`src/sv/kst_pkg.sv`:
```
// ----------------------------------------------------------------------------
// kst_pkg
// Shared types, constants and helpers for the spanning tree block.
// ----------------------------------------------------------------------------
package kst_pkg;

  localparam int WEIGHT_BITS   = 16;
  localparam int NODE_BITS     = 6;
  localparam int NODES_DEF     = 32;
  localparam int MAX_EDGES_DEF = 64;
  localparam int CFG_IDX_BITS  = 4;
  localparam int CFG_DATA_BITS = 6;
  localparam int QUEUE_DEPTH   = 4;

  // configuration register indexes
  typedef enum logic [CFG_IDX_BITS-1:0] {
    REG_NODE_COUNT = 4'd0,
    REG_MAXIMIZE   = 4'd1
  } cfg_reg_t;

  typedef struct packed {
    logic [NODE_BITS-1:0]          edge_u;
    logic [NODE_BITS-1:0]          edge_v;
    logic signed [WEIGHT_BITS-1:0] edge_weight;
    logic                          edge_last;
  } edge_in_t;

  typedef struct packed {
    logic [NODE_BITS-1:0]          tree_u;
    logic [NODE_BITS-1:0]          tree_v;
    logic signed [WEIGHT_BITS-1:0] tree_weight;
    logic                          edge_valid;
    logic                          result_last;
    logic                          edges_dropped;
  } tree_out_t;

  // one stored edge
  typedef struct packed {
    logic [NODE_BITS-1:0]          u;
    logic [NODE_BITS-1:0]          v;
    logic signed [WEIGHT_BITS-1:0] w;
  } edge_rec_t;

  // classified item between front and back
  typedef struct packed {
    logic      ok;
    logic      last;
    edge_rec_t e;
  } q_item_t;

  // settings handed from front to back
  typedef struct packed {
    logic [NODE_BITS-1:0] eff_nodes;
    logic                 maximize;
  } cfg_t;

  typedef enum logic [3:0] {
    B_LOAD,
    B_CLEAR,
    B_SCAN,
    B_FINDU_REQ,
    B_FINDU_CHK,
    B_FINDV_REQ,
    B_FINDV_CHK,
    B_LINK,
    B_BUMP,
    B_EMIT,
    B_FINAL
  } back_state_t;

  // unsigned order key of a weight, ascending in processing order
  function automatic logic [WEIGHT_BITS-1:0] weight_key(
    input logic signed [WEIGHT_BITS-1:0] w,
    input logic                          maximize
  );
    logic [WEIGHT_BITS-1:0] k;
    k = {~w[WEIGHT_BITS-1], w[WEIGHT_BITS-2:0]};
    return maximize ? ~k : k;
  endfunction

endpackage

```
`src/sv/kst_fifo.sv`:
```
// ----------------------------------------------------------------------------
// kst_fifo
// Small first-word-fall-through queue of register entries.
// ----------------------------------------------------------------------------
module kst_fifo #(
  parameter int WIDTH = 8,
  parameter int DEPTH = 4
) (
  input  logic             clk,
  input  logic             rst,
  input  logic             wr,
  input  logic [WIDTH-1:0] wdata,
  output logic             full,
  input  logic             rd,
  output logic [WIDTH-1:0] rdata,
  output logic             empty
);
  localparam int AW = (DEPTH > 1) ? $clog2(DEPTH) : 1;

  logic [WIDTH-1:0] mem [DEPTH];
  logic [AW-1:0]    wp;
  logic [AW-1:0]    rp;
  logic [AW:0]      cnt;
  logic             do_wr;
  logic             do_rd;

  assign full  = (cnt == (AW+1)'(DEPTH));
  assign empty = (cnt == '0);
  assign rdata = mem[rp];
  assign do_wr = wr && !full;
  assign do_rd = rd && !empty;

  // entry storage
  always_ff @(posedge clk) begin
    if (do_wr) begin
      mem[wp] <= wdata;
    end
  end

  // pointers and fill count
  always_ff @(posedge clk) begin
    if (rst) begin
      wp  <= '0;
      rp  <= '0;
      cnt <= '0;
    end else begin
      if (do_wr) begin
        wp <= (wp == AW'(DEPTH - 1)) ? '0 : wp + 1'b1;
      end
      if (do_rd) begin
        rp <= (rp == AW'(DEPTH - 1)) ? '0 : rp + 1'b1;
      end
      cnt <= cnt + (AW+1)'(do_wr) - (AW+1)'(do_rd);
    end
  end

endmodule

```
`src/sv/kst_front.sv`:
```
// ----------------------------------------------------------------------------
// kst_front
// Configuration registers and endpoint check of incoming edge beats.
// ----------------------------------------------------------------------------
module kst_front import kst_pkg::*; #(
  parameter int NODES = NODES_DEF
) (
  input  logic                     clk,
  input  logic                     rst,
  input  logic                     cfg_valid,
  output logic                     cfg_ready,
  input  logic [CFG_IDX_BITS-1:0]  cfg_index,
  input  logic [CFG_DATA_BITS-1:0] cfg_data,
  input  logic                     push,
  input  edge_in_t                 edge_in,
  output logic                     q_push,
  output q_item_t                  q_item,
  input  logic                     q_full,
  output cfg_t                     cfg
);
  logic [NODE_BITS-1:0] node_count;
  logic                 maximize;
  logic [NODE_BITS-1:0] eff;

  assign cfg_ready = 1'b1;

  // register writes
  always_ff @(posedge clk) begin
    if (rst) begin
      node_count <= NODE_BITS'(32);
      maximize   <= 1'b0;
    end else if (cfg_valid) begin
      if (cfg_index == REG_NODE_COUNT) begin
        node_count <= cfg_data[NODE_BITS-1:0];
      end else if (cfg_index == REG_MAXIMIZE) begin
        maximize <= cfg_data[0];
      end
    end
  end

  // clamp node count to 1..NODES
  always_comb begin
    if (node_count == '0) begin
      eff = NODE_BITS'(1);
    end else if (32'(node_count) > NODES) begin
      eff = NODE_BITS'(NODES);
    end else begin
      eff = node_count;
    end
  end

  assign cfg.eff_nodes = eff;
  assign cfg.maximize  = maximize;

  // classify the beat
  always_comb begin
    q_item.e.u  = edge_in.edge_u;
    q_item.e.v  = edge_in.edge_v;
    q_item.e.w  = edge_in.edge_weight;
    q_item.last = edge_in.edge_last;
    q_item.ok   = (edge_in.edge_u != '0) && (edge_in.edge_u <= eff) &&
                  (edge_in.edge_v != '0) && (edge_in.edge_v <= eff);
  end

  assign q_push = push && !q_full;

endmodule

```
`src/sv/kst_back.sv`:
```
// ----------------------------------------------------------------------------
// kst_back
// Edge store, ordered selection scan and union-find merge of one edge set.
// ----------------------------------------------------------------------------
module kst_back import kst_pkg::*; #(
  parameter int NODES     = NODES_DEF,
  parameter int MAX_EDGES = MAX_EDGES_DEF
) (
  input  logic      clk,
  input  logic      rst,
  input  cfg_t      cfg,
  input  logic      q_empty,
  input  q_item_t   q_item,
  output logic      q_pop,
  input  logic      o_full,
  output logic      o_push,
  output tree_out_t o_item
);
  localparam int EW = (MAX_EDGES > 1) ? $clog2(MAX_EDGES) : 1;
  localparam int NW = $clog2(NODES + 1);
  localparam int LG = $clog2(NODES);
  localparam int RW = (LG > 0) ? $clog2(LG + 1) : 1;
  localparam int KW = WEIGHT_BITS + EW;

  typedef struct packed {
    logic [RW-1:0] rank;
    logic [NW-1:0] parent;
  } uf_ent_t;

  back_state_t state, state_next;

  // stores
  edge_rec_t emem [MAX_EDGES];
  edge_rec_t em_rdata;
  uf_ent_t   ufmem [NODES + 1];
  uf_ent_t   uf_rdata;

  // set bookkeeping
  logic [EW:0]          ecnt;
  logic                 drop;
  logic [NW-1:0]        clr;
  logic [NODE_BITS-1:0] tree_cnt;

  // scan
  logic [EW:0]   scan_idx;
  logic          rd_pend;
  logic [EW-1:0] rd_idx;
  logic          best_valid;
  logic [KW-1:0] best_key;
  edge_rec_t     best;
  logic          prev_valid;
  logic [KW-1:0] prev_key;
  logic [KW-1:0] cand_key;
  logic          cand_better;

  // find and link
  logic [NW-1:0] cur;
  logic [NW-1:0] root_a;
  logic [RW-1:0] rank_a;
  logic [NW-1:0] root_b;
  logic [RW-1:0] rank_b;
  logic [NW-1:0] big_root;
  logic [RW-1:0] big_rank;

  // held tree edge
  logic      pend_valid;
  edge_rec_t pend;

  // control outputs
  logic          em_we;
  logic          issue;
  logic          uf_we;
  logic [NW-1:0] uf_waddr;
  uf_ent_t       uf_wdata;
  logic          stop;
  logic          scan_done;
  logic          store_ok;

  assign stop      = (tree_cnt == cfg.eff_nodes - NODE_BITS'(1));
  assign scan_done = (scan_idx == ecnt) && !rd_pend;
  assign store_ok  = q_item.ok && (ecnt < (EW+1)'(MAX_EDGES));
  assign cand_key  = {weight_key(em_rdata.w, cfg.maximize), rd_idx};
  assign cand_better = rd_pend && (!prev_valid || cand_key > prev_key) &&
                       (!best_valid || cand_key < best_key);

  // next state
  always_comb begin
    state_next = state;
    unique case (state)
      B_LOAD: begin
        if (!q_empty && q_item.last) state_next = B_CLEAR;
      end
      B_CLEAR: begin
        if (clr == NW'(NODES)) state_next = B_SCAN;
      end
      B_SCAN: begin
        if (stop) state_next = B_FINAL;
        else if (scan_done) state_next = best_valid ? B_FINDU_REQ : B_FINAL;
      end
      B_FINDU_REQ: state_next = B_FINDU_CHK;
      B_FINDU_CHK: state_next = (uf_rdata.parent == cur) ? B_FINDV_REQ : B_FINDU_REQ;
      B_FINDV_REQ: state_next = B_FINDV_CHK;
      B_FINDV_CHK: state_next = (uf_rdata.parent == cur) ? B_LINK : B_FINDV_REQ;
      B_LINK: begin
        if (root_a == root_b) state_next = B_SCAN;
        else if (rank_a == rank_b) state_next = B_BUMP;
        else state_next = B_EMIT;
      end
      B_BUMP: state_next = B_EMIT;
      B_EMIT: begin
        if (!(pend_valid && o_full)) state_next = B_SCAN;
      end
      B_FINAL: begin
        if (!o_full) state_next = B_LOAD;
      end
      default: state_next = B_LOAD;
    endcase
  end

  // control outputs
  always_comb begin
    q_pop    = 1'b0;
    em_we    = 1'b0;
    issue    = 1'b0;
    uf_we    = 1'b0;
    uf_waddr = clr;
    uf_wdata = '{rank: '0, parent: clr};
    o_push   = 1'b0;
    o_item   = '0;
    unique case (state)
      B_LOAD: begin
        q_pop = !q_empty;
        em_we = !q_empty && store_ok;
      end
      B_CLEAR: uf_we = 1'b1;
      B_SCAN: issue = !stop && (scan_idx != ecnt);
      B_LINK: begin
        if (root_a != root_b) begin
          uf_we = 1'b1;
          if (rank_a < rank_b) begin
            uf_waddr = root_a;
            uf_wdata = '{rank: rank_a, parent: root_b};
          end else begin
            uf_waddr = root_b;
            uf_wdata = '{rank: rank_b, parent: root_a};
          end
        end
      end
      B_BUMP: begin
        uf_we    = 1'b1;
        uf_waddr = big_root;
        uf_wdata = '{rank: big_rank + 1'b1, parent: big_root};
      end
      B_EMIT: begin
        o_push = pend_valid && !o_full;
        o_item = '{tree_u: pend.u, tree_v: pend.v, tree_weight: pend.w,
                   edge_valid: 1'b1, result_last: 1'b0, edges_dropped: drop};
      end
      B_FINAL: begin
        o_push = !o_full;
        if (pend_valid) begin
          o_item = '{tree_u: pend.u, tree_v: pend.v, tree_weight: pend.w,
                     edge_valid: 1'b1, result_last: 1'b1, edges_dropped: drop};
        end else begin
          o_item = '{tree_u: '0, tree_v: '0, tree_weight: '0,
                     edge_valid: 1'b0, result_last: 1'b1, edges_dropped: drop};
        end
      end
      default: ;
    endcase
  end

  // edge store, registered read
  always_ff @(posedge clk) begin
    if (em_we) begin
      emem[ecnt[EW-1:0]] <= q_item.e;
    end
    if (issue) begin
      em_rdata <= emem[scan_idx[EW-1:0]];
    end
  end

  // parent and rank store, registered read
  always_ff @(posedge clk) begin
    if (uf_we) begin
      ufmem[uf_waddr] <= uf_wdata;
    end
    uf_rdata <= ufmem[cur];
  end

  // control registers
  always_ff @(posedge clk) begin
    if (rst) begin
      state      <= B_LOAD;
      ecnt       <= '0;
      drop       <= 1'b0;
      clr        <= '0;
      tree_cnt   <= '0;
      scan_idx   <= '0;
      rd_pend    <= 1'b0;
      best_valid <= 1'b0;
      prev_valid <= 1'b0;
      pend_valid <= 1'b0;
    end else begin
      state   <= state_next;
      rd_pend <= issue;
      unique case (state)
        B_LOAD: begin
          if (!q_empty) begin
            if (store_ok) ecnt <= ecnt + 1'b1;
            else drop <= 1'b1;
            if (q_item.last) begin
              clr        <= '0;
              tree_cnt   <= '0;
              scan_idx   <= '0;
              best_valid <= 1'b0;
              prev_valid <= 1'b0;
              pend_valid <= 1'b0;
            end
          end
        end
        B_CLEAR: clr <= clr + 1'b1;
        B_SCAN: begin
          if (issue) scan_idx <= scan_idx + 1'b1;
          if (cand_better) best_valid <= 1'b1;
          if (!stop && scan_done && best_valid) prev_valid <= 1'b1;
        end
        B_LINK: begin
          if (root_a == root_b) begin
            scan_idx   <= '0;
            best_valid <= 1'b0;
          end
        end
        B_EMIT: begin
          if (!(pend_valid && o_full)) begin
            pend_valid <= 1'b1;
            tree_cnt   <= tree_cnt + 1'b1;
            scan_idx   <= '0;
            best_valid <= 1'b0;
          end
        end
        B_FINAL: begin
          if (!o_full) begin
            ecnt <= '0;
            drop <= 1'b0;
          end
        end
        default: ;
      endcase
    end
  end

  // datapath registers
  always_ff @(posedge clk) begin
    if (rd_pend) rd_idx <= rd_idx;
    if (issue) rd_idx <= scan_idx[EW-1:0];
    if (state == B_SCAN && cand_better) begin
      best_key <= cand_key;
      best     <= em_rdata;
    end
    if (state == B_SCAN && scan_done) begin
      prev_key <= best_key;
      cur      <= NW'(best.u);
    end
    if (state == B_FINDU_CHK) begin
      if (uf_rdata.parent == cur) begin
        root_a <= cur;
        rank_a <= uf_rdata.rank;
        cur    <= NW'(best.v);
      end else begin
        cur <= uf_rdata.parent;
      end
    end
    if (state == B_FINDV_CHK) begin
      if (uf_rdata.parent == cur) begin
        root_b <= cur;
        rank_b <= uf_rdata.rank;
      end else begin
        cur <= uf_rdata.parent;
      end
    end
    if (state == B_LINK) begin
      big_root <= (rank_a < rank_b) ? root_b : root_a;
      big_rank <= (rank_a < rank_b) ? rank_b : rank_a;
    end
    if (state == B_EMIT && !(pend_valid && o_full)) begin
      pend <= best;
    end
  end

  // edge count stays within the store
  a_ecnt_bound: assert property (@(posedge clk) disable iff (rst)
    ecnt <= (EW+1)'(MAX_EDGES))
    else $error("edge count past store depth");

  // tree never outgrows node count minus one during the work
  a_tree_bound: assert property (@(posedge clk) disable iff (rst)
    state != B_LOAD |-> tree_cnt <= cfg.eff_nodes - NODE_BITS'(1))
    else $error("too many tree edges");

  // result queue is never pushed while full
  a_no_overflow: assert property (@(posedge clk) disable iff (rst)
    o_push |-> !o_full)
    else $error("result pushed into full queue");

  // front queue drained only while loading
  a_pop_load: assert property (@(posedge clk) disable iff (rst)
    q_pop |-> state == B_LOAD)
    else $error("edge popped outside load");

  // a final result returns the block to loading with an empty store
  a_final_clears: assert property (@(posedge clk) disable iff (rst)
    (state == B_FINAL && !o_full) |=> (state == B_LOAD && ecnt == '0 && !drop))
    else $error("set not closed after final result");

endmodule

```
`src/sv/kruskal_spanning_tree.sv`:
```
// ----------------------------------------------------------------------------
// kruskal_spanning_tree
// Minimum or maximum spanning tree of a loaded weighted edge set.
// ----------------------------------------------------------------------------
// Edges enter through a queue-style port (push/full) one beat per cycle while
// full is low; a beat with edge_last closes the set. Endpoints outside 1 up to
// node_count clamped to 1..NODES and beats past MAX_EDGES are dropped and
// flagged in edges_dropped. Results leave through a queue-style port
// (empty/pop): one beat per tree edge in weight order (equal weights in
// arrival order), result_last on the final one; a set with no tree edge
// gives one beat with edge_valid 0. Loading takes one edge per cycle into a
// four-entry queue while the back end is loading. After the last edge the
// back end resets the parent/rank store, then per candidate edge scans the
// edge memory through one read port, walks the parent chain of each
// endpoint with a request and a check state per step, and links the roots.
// Edges of the next set queue up meanwhile until the front queue fills.
// Reset empties both queues and the edge store and restores node_count 32
// and minimize mode. A stalled receiver fills the result queue and the
// back end waits; no beat is lost. Config writes are taken at any cycle.
// ----------------------------------------------------------------------------
module kruskal_spanning_tree import kst_pkg::*; #(
  parameter int NODES     = NODES_DEF,
  parameter int MAX_EDGES = MAX_EDGES_DEF
) (
  input  logic                     clk,
  input  logic                     rst,
  input  logic                     cfg_valid,
  output logic                     cfg_ready,
  input  logic [CFG_IDX_BITS-1:0]  cfg_index,
  input  logic [CFG_DATA_BITS-1:0] cfg_data,
  input  logic                     push,
  output logic                     full,
  input  edge_in_t                 edge_in,
  output logic                     empty,
  input  logic                     pop,
  output tree_out_t                tree_out
);
  localparam int QW = $bits(q_item_t);
  localparam int OW = $bits(tree_out_t);

  cfg_t            cfg;
  logic            q_push;
  q_item_t         q_witem;
  q_item_t         q_ritem;
  logic [QW-1:0]   q_rbits;
  logic            q_empty;
  logic            q_pop;
  logic            o_full;
  logic            o_push;
  tree_out_t       o_item;
  logic [OW-1:0]   o_rbits;

  // front end: config and classification
  kst_front #(.NODES(NODES)) u_front (
    .clk       (clk),
    .rst       (rst),
    .cfg_valid (cfg_valid),
    .cfg_ready (cfg_ready),
    .cfg_index (cfg_index),
    .cfg_data  (cfg_data),
    .push      (push),
    .edge_in   (edge_in),
    .q_push    (q_push),
    .q_item    (q_witem),
    .q_full    (full),
    .cfg       (cfg)
  );

  // queue between front and back
  kst_fifo #(.WIDTH(QW), .DEPTH(QUEUE_DEPTH)) u_edge_q (
    .clk   (clk),
    .rst   (rst),
    .wr    (q_push),
    .wdata (q_witem),
    .full  (full),
    .rd    (q_pop),
    .rdata (q_rbits),
    .empty (q_empty)
  );
  assign q_ritem = q_item_t'(q_rbits);

  // back end: store, scan, union-find
  kst_back #(.NODES(NODES), .MAX_EDGES(MAX_EDGES)) u_back (
    .clk     (clk),
    .rst     (rst),
    .cfg     (cfg),
    .q_empty (q_empty),
    .q_item  (q_ritem),
    .q_pop   (q_pop),
    .o_full  (o_full),
    .o_push  (o_push),
    .o_item  (o_item)
  );

  // result queue
  kst_fifo #(.WIDTH(OW), .DEPTH(QUEUE_DEPTH)) u_res_q (
    .clk   (clk),
    .rst   (rst),
    .wr    (o_push),
    .wdata (o_item),
    .full  (o_full),
    .rd    (pop),
    .rdata (o_rbits),
    .empty (empty)
  );
  assign tree_out = tree_out_t'(o_rbits);

endmodule

```
`config.mk`:
```
export PLATFORM = sky130hd
export DESIGN_NAME = kruskal_spanning_tree
export DESIGN_NICKNAME = d
export VERILOG_FILES = /design/src/sv/kst_pkg.sv /design/src/sv/kst_fifo.sv /design/src/sv/kst_front.sv /design/src/sv/kst_back.sv /design/src/sv/kruskal_spanning_tree.sv
export SDC_FILE = /design/constraint.sdc
export NUM_CORES = 2
export LEC_CHECK = 0
export BUFFER_PORTS_ARGS = -buffer_cell sky130_fd_sc_hd__buf_2
export CAP_MARGIN = 15
export CORE_MARGIN = 1
export CORE_UTILIZATION = 50
export CTS_CLUSTER_DIAMETER = 200
export CTS_CLUSTER_SIZE = 28
export DETAILED_ROUTE_END_ITERATION = 16
export GPL_ROUTABILITY_DRIVEN = 0
export PLACE_DENSITY = 0.77
export SETUP_SLACK_MARGIN = 0.02
export SKIP_CTS_REPAIR_TIMING = 1
export SYNTH_ARGS = -nofsm -noshare
export SYNTH_HDL_FRONTEND = slang
export SYNTH_HIERARCHICAL = 1
export SYNTH_SLANG_ARGS = --single-unit
```
`constraint.sdc`:
```
create_clock -name clk -period 19.9 [get_ports clk]
set_input_delay 1.99 -clock clk [delete_from_list [all_inputs] [get_ports clk]]
set_output_delay 1.99 -clock clk [all_outputs]
set_load 0.1 [all_outputs]
```
## Word-level counts from Yosys, hierarchy flattened

Memories as Yosys holds them, arrays and structs flattened. A register that Yosys moved wholly into a read port is not among the register bits.
Index checks and enable logic that the tools add are counted.

| storage, ports and cells | value |
|---|---|
| register bits after elaboration | 195 |
| RAM bits | 2,333 |
| input bits | 44 |
| output and inout port bits | 34 |
| logic and storage cells | 239 |
| memories | 4 |

| cells by class | value |
|---|---|
| $add $sub $neg | 14 |
| magnitude comparators | 7 |
| equality and inequality tests | 38 |
| muxes and demuxes | 81 |
| bitwise logic cells | 3 |
| reduce and logical (&&, ||, !) cells | 58 |

Memories:

| memory | words | bits a word | read ports | clocked after memory_dff | wr ports | RTL line | RTL |
|---|---|---|---|---|---|---|---|
| u_back.emem | 64 | 28 | 1 | 1 | 1 | kst_back.sv:33 | `edge_rec_t emem [MAX_EDGES];` |
| u_back.ufmem | 33 | 9 | 1 | 1 | 1 | kst_back.sv:35 | `uf_ent_t ufmem [NODES + 1];` |
| u_res_q.mem | 4 | 31 | 1 | 1 | 1 | kst_fifo.sv:20 | `logic [WIDTH-1:0] mem [DEPTH];` |
| u_edge_q.mem | 4 | 30 | 1 | 1 | 1 | kst_fifo.sv:20 |  |

Operator list:

| cell | number |
|---|---|
| $mux 6 | 13 |
| $pmux 31 s2 | 1 |
| $mux 7 | 8 |
| $pmux 4 s11 | 1 |
| $pmux 6 s2 | 3 |
| $mux 4 | 8 |
| $mux 31 | 1 |
| $pmux 7 s4 | 1 |
| $mux 1 | 23 |
| $gt 22x22->1 | 1 |
| $logic_and 1x1->1 | 22 |
| $lt 22x22->1 | 1 |
| $eq 6x6->1 | 3 |
| $mux 2 | 9 |
| $mux 9 | 2 |
| $pmux 9 s2 | 1 |
| $eq 4x3->1 const B | 4 |
| $mux 16 | 1 |
| $ne 2x1->1 const B | 8 |
| $not 16->16 | 1 |
| $reduce_and 4->1 | 4 |
| $add 7x1->7 const B | 2 |
| $pmux 7 s2 | 1 |
| $add 6x1->6 const B | 2 |
| other kinds (38) | 80 |

## Longest topological paths before layout

| logic depth | value |
|---|---|
| depth in word-level cells | 10 |
| depth in mapped cells | 14 |
| mapped depth without buffers | 12 |

## Cells and area by module

Netlist, hierarchy kept.

Modules (own cells, without submodules):

| module | instances | cells each | area each (sq um) | sequential area each (sq um) |
|---|---|---|---|---|
| kst_back | 1 | 3,965 | 89,248.1 | 68,565.8 |
| kst_fifo (u_res_q) | 1 | 211 | 4,936.0 | 3,903.7 |
| kst_fifo (u_edge_q) | 1 | 206 | 4,793.3 | 3,783.6 |
| kst_front | 1 | 107 | 864.6 | 140.1 |

## Least setup slack after synthesis

OpenSTA, ideal clock, no wires.

| timing path | value |
|---|---|
| kind | register -> register |
| start | register u_front.maximize |
| end | register u_back/best[0] (netlist bit), enable pin |
| setup time | 0.533 ns |
| arrival time | 6.149 ns |
| required time | 19.367 ns |
| setup slack | 13.218 ns |
| stages on the path, launching flop included | 12 |
| period minus slack after synthesis | 6.682 ns |
| path through | dfxtp_1 > buf_4 > clkbuf_1 > clkbuf_1 > xor2_1 > ha_1 > nand2_1 > o21ai_0 > a221oi_1 > o41ai_1 > a22oi_1 > a211oi_1 |

| between the ends | value |
|---|---|
| longest elaborated chain between the ends | 6 |
| elaborated cells between the ends (all ways) | 8 |
| classes of those cells | 2 x order compare; 1 x mux; 5 x reduce/logical |

RTL lines:

| element | RTL line | RTL |
|---|---|---|
| start: declaration | kst_front.sv:22 | `logic maximize;` |
| start signal: assignment | kst_front.sv:36 | `maximize <= cfg_data[0];` |
| $mux 16 (*) | kst_pkg.sv:78 | `return maximize ? ~k : k;` |
| named net u_back.cand_key[9] | kst_back.sv:53 | `logic [KW-1:0] cand_key;` |
| $gt 22x22->1 | kst_back.sv:83 | `assign cand_better = rd_pend && (!prev_valid \|\| cand_key > prev_key) &&` |
| $logic_or 1x1->1 | kst_back.sv:83 |  |
| $logic_and 1x1->1 | kst_back.sv:83 |  |
| $logic_and 1x1->1 (*) | kst_back.sv:83 |  |
| $logic_and 1x1->1 (*) | kst_back.sv:257 | `if (state == B_SCAN && cand_better) begin` |
| end signal: assignment | kst_back.sv:259 | `best <= em_rdata;` |
| end: declaration | kst_back.sv:50 | `edge_rec_t best;` |

The timed path passes the listed nets; every way through them passes the cells marked *.
A chain may end at the register's enable or synchronous reset.

## Worst setup path in the final report

| timing path | value |
|---|---|
| start | register u_back.scan_idx[1] |
| end | register, netlist name u_back/em_rdata[0] |

| between the ends | value |
|---|---|
| longest elaborated chain between the ends | 3 |

RTL lines:

| element | RTL line | RTL |
|---|---|---|
| start: declaration | kst_back.sv:45 | `logic [EW:0] scan_idx;` |
| start signal: assignment | kst_back.sv:224 | `if (issue) scan_idx <= scan_idx + 1'b1;` |
| $ne 7x7->1 | kst_back.sv:136 | `B_SCAN: issue = !stop && (scan_idx != ecnt);` |
| $logic_and 1x1->1 | kst_back.sv:136 |  |
| $mux 1 | kst_back.sv:130 | `unique case (state)` |

Several ways; a longest one is shown, not always the timed one.

==> out/results.tsv <==
stage	metric	value	unit
outcome	status	finished, final reports clean	
grt	grt_pass1_vias	46400	
route	first_iter_violations	7046	
hold_path	min_path_type	flop to flop	
power	p_seq_share	59.7	%
route	vias	46500	
synthesis	yosysSeqAreaShare	76.5	%
synthesis	yosys.area.top_type	edfxtp_1	
clock_network	clock_path_buffers	3	
synthesis	synth.distinct_cells	83	
worst_setup_path	reg2reg_from	u_back/scan_idx[1]$_SDFFE_PP0P_	
synthesis	synthFlopType	edfxtp_1	
grt	grt_pass1_wl	324000	um
power	p_sw_share	27.1	%
synthesis	synth_edf_count	2494	
sta	rsz0062_at_grt	false	
power	p_int	8.24	mW
route	dr.pass1.iters	5	
clock_network	cts-root-buf	clkbuf_16	
worst_setup_path	crit_type	flop to flop	
power	peakVddDrop	0.102	mV
synthesis	yosys_register_bits	2569	
synthesis	yosysMostFrequentCell	edfxtp_1	
layout	area_delta_synth_final	7.17	%
synthesis	syn_inst	4489	
placement	io_buffers	76	
sta	relSlewSlack	14.4	%
placement	hpwlAfterDp	127000	um
hold_path	min_from	u_back/best[5]$_DFFE_PP_	
die	placeableCoreArea	0.198	mm2
layout	fillers	14300	
worst_setup_path	r2r_cells	6	
power	power.density	106	mW/mm2
layout	drive_gt1_share	25.0	%
grt	gr-usage-all-layers	22.0	%
clock_network	cts.reportedPaths.clkPinSlew	110	ps
route	drc	0	
route	drt_wl_total	223000	um
clock_network	cts_sinks	2569	
synthesis	synth.net_count	4616	
sta	worst_pin_slew	1280	ps
clock_network	cts_tree	yes	
sta	skew	64.6	ps
synthesis	ys_async_sr_fraction	0	%
worst_setup_path	arrival	5370	ps
power	power_frac_clock	22.1	%
placement	postPlaceCellArea	0.104	mm2
die	core.rowCount	163	
hold_path	whs_path_depth	0	
grt	grt_max_degree	166	
layout	final_area	0.107	mm2
sta	setup_viol	0	
sta	fin_crit_sh	24.4	%
synthesis	yosysTopAreaCellShare	75.0	%
grt	grt-ovfl-total	0	
sta	timing.final.crit_period	4860	ps
synthesis	yosys_warnings	6	
die	initial_core_util	50.5	%
run	maxCapViolCount	0	
layout	final_nets	4682	
worst_setup_path	worstSetupEndpointType	flop	
clock_network	cts_made_buffers	101	
die	die_y	449	um
synthesis	synth_common_cells	edfxtp_1, mux4_2, nor2_1	
worst_setup_path	reg2reg_to	u_back/em_rdata[0]$_DFFE_PP_	
worst_setup_path	cp-start-kind	flop	
clock_network	clkLatencyLatePin	800	ps
synthesis	synth.area.top_cells	edfxtp_1, mux4_2, dfxtp_1	
synthesis	synth_area_per_cell	22.2	um2
grt	grt_antenna_before_repair	14	
sta	fin_setup_tns	0	ps
synthesis	netlist_area	0.0998	mm2
power	p_comb_share	18.2	%
die	dieArea	0.201	mm2
sta	finalMaxSlewViolations	0	
die	die_w	449	um
hold_path	hold_end	u_back/pend[5]$_DFFE_PP_	
worst_setup_path	ff2ff_setup_slack	15040	ps
layout	register_area	0.0764	mm2
power	p_sw	3.07	mW
route	routedWlPerCell	30.8	um
clock_network	cts_htree_levels	3	
worst_setup_path	required	20410	ps
sta	hold_viol_final	0	
power	leakage	31.9	nW
layout	multi_input_area	0.0225	mm2
worst_setup_path	path_max_fanout	165	
die	pin_count	78	
route	ant_nets	0	
sta	max_freq	206	MHz
route	via_per_inst	6.41	
## registers in the layout, summed over array words and instances, names as in the netlist, 4 cells and up, named ones only
name,flops
u_back/root_a,6
u_back/rd_idx,6
u_back/prev_key,22
u_back/big_root,6
u_back/best_key,22
u_back/pend,28
u_back/scan_idx,7
u_front/node_count,6
u_back/ufmem,297
u_back/uf_rdata,9
u_back/em_rdata,28
u_back/state,4
u_back/best,28
u_back/emem,1792
u_back/root_b,6
u_back/cur,6
u_res_q/mem,124
u_back/tree_cnt,6
u_back/ecnt,7
u_edge_q/mem,120
u_back/clr,6
## placed cells by master (no fill, tap or decap), types with 28 or more instances in the layout
cell	count
buf_2	76
nor2_1	80
xnor2_1	28
nor2_4	64
a21oi_1	53
clkbuf_16	102
xor2_1	29
a22oi_1	59
nand2_1	95
clkbuf_1	45
o21ai_0	36
buf_4	107
mux4_2	711
mux2i_1	29
dfxtp_1	66
edfxtp_1	2494
and2_1	34
ha_1	81
inv_1	93
## worst max-delay path, stage by stage, from the launching register on
cell     delay (ps)
dfxtp_4         940
buf_4           960
buf_12          710
mux4_2          420
mux4_2          530
a22oi_1         580
nand2_1         140
## cells by family after synthesis
group	count (synthesis)	synth area share [%]
adders and majority gates	83	1.06
buffers and inverters	334	1.48
and+or+nand+nor	448	2.27
muxes	751	16.5
other	1	0.00376
xor gates and xnor gates	57	0.500
DFF	2569	76.5
AOI/OAI and AO/OA	246	1.72
## how the worst max path moves through the flow
stage | startpoint | endpoint | slack [ps] | depth (start not counted)
after floorplan | u_front/maximize$_SDFFE_PP0P_ | u_back/best[0]$_DFFE_PP_ | 13220 | 11
after global placement | u_back/scan_idx[0]$_SDFFE_PP0P_ | u_back/em_rdata[24]$_DFFE_PP_ | 15030 | 6
after detailed placement | u_back/scan_idx[0]$_SDFFE_PP0P_ | u_back/em_rdata[0]$_DFFE_PP_ | 15050 | 6
after CTS | u_back/scan_idx[1]$_SDFFE_PP0P_ | u_back/em_rdata[0]$_DFFE_PP_ | 15040 | 6
after global routing | u_back/scan_idx[0]$_SDFFE_PP0P_ | u_back/em_rdata[24]$_DFFE_PP_ | 14860 | 6
final | u_back/scan_idx[1]$_SDFFE_PP0P_ | u_back/em_rdata[0]$_DFFE_PP_ | 15040 | 6
## layer usage
metal  part of all wire, %  vias up  routed length (um)  track usage (%)
met2                    49     2656              109000             35.6
met3                    11      332               25100             3.84
met4                   2.9        8                6390             6.42
met1                    37    24700               82700             30.9
met5                 0.022        -                  50                0
li1                      -    18700                   -                -
## power by group through the flow
| stage | registers, mW | clock network (mW) | logic (mW) |
|---|---|---|---|
| 2_1_floorplan | 6.78 | 0 | 1.34 |
| 3_3_place_gp | 6.86 | 0 | 1.96 |
| 3_5_place_dp | 6.87 | 0 | 2.04 |
| 4_1_cts | 6.75 | 2.53 | 2.05 |
| 5_1_grt | 6.76 | 2.70 | 2.17 |
| 6_report | 6.75 | 2.50 | 2.06 |
## final cells by class
class / count / area share (%)
Clock inverter: 6 / 0.0994
Tap cell: 2640 / 3.09
Inverter: 94 / 0.330
Multi-Input combinational cell: 1586 / 21.0
Antenna cell: 3 / 0.00702
Clock buffer: 147 / 2.54
Sequential cell: 2569 / 71.4
Timing Repair Buffer: 203 / 1.49
## through the flow
step	cells	utilization (%)	total power [mW]	setup WS, ps	hold slack [ps]
detailed placement	7079	52.5	8.91	15050	405
finish	7248	54.1	11.3	15040	426
CTS	7232	54.0	11.3	15040	427
global placement	7074	52.5	8.83	15030	403
global route	7245	54.1	11.6	14860	435
floorplan	4489	-	8.12	13220	400
(Power assumes the default switching activity.)
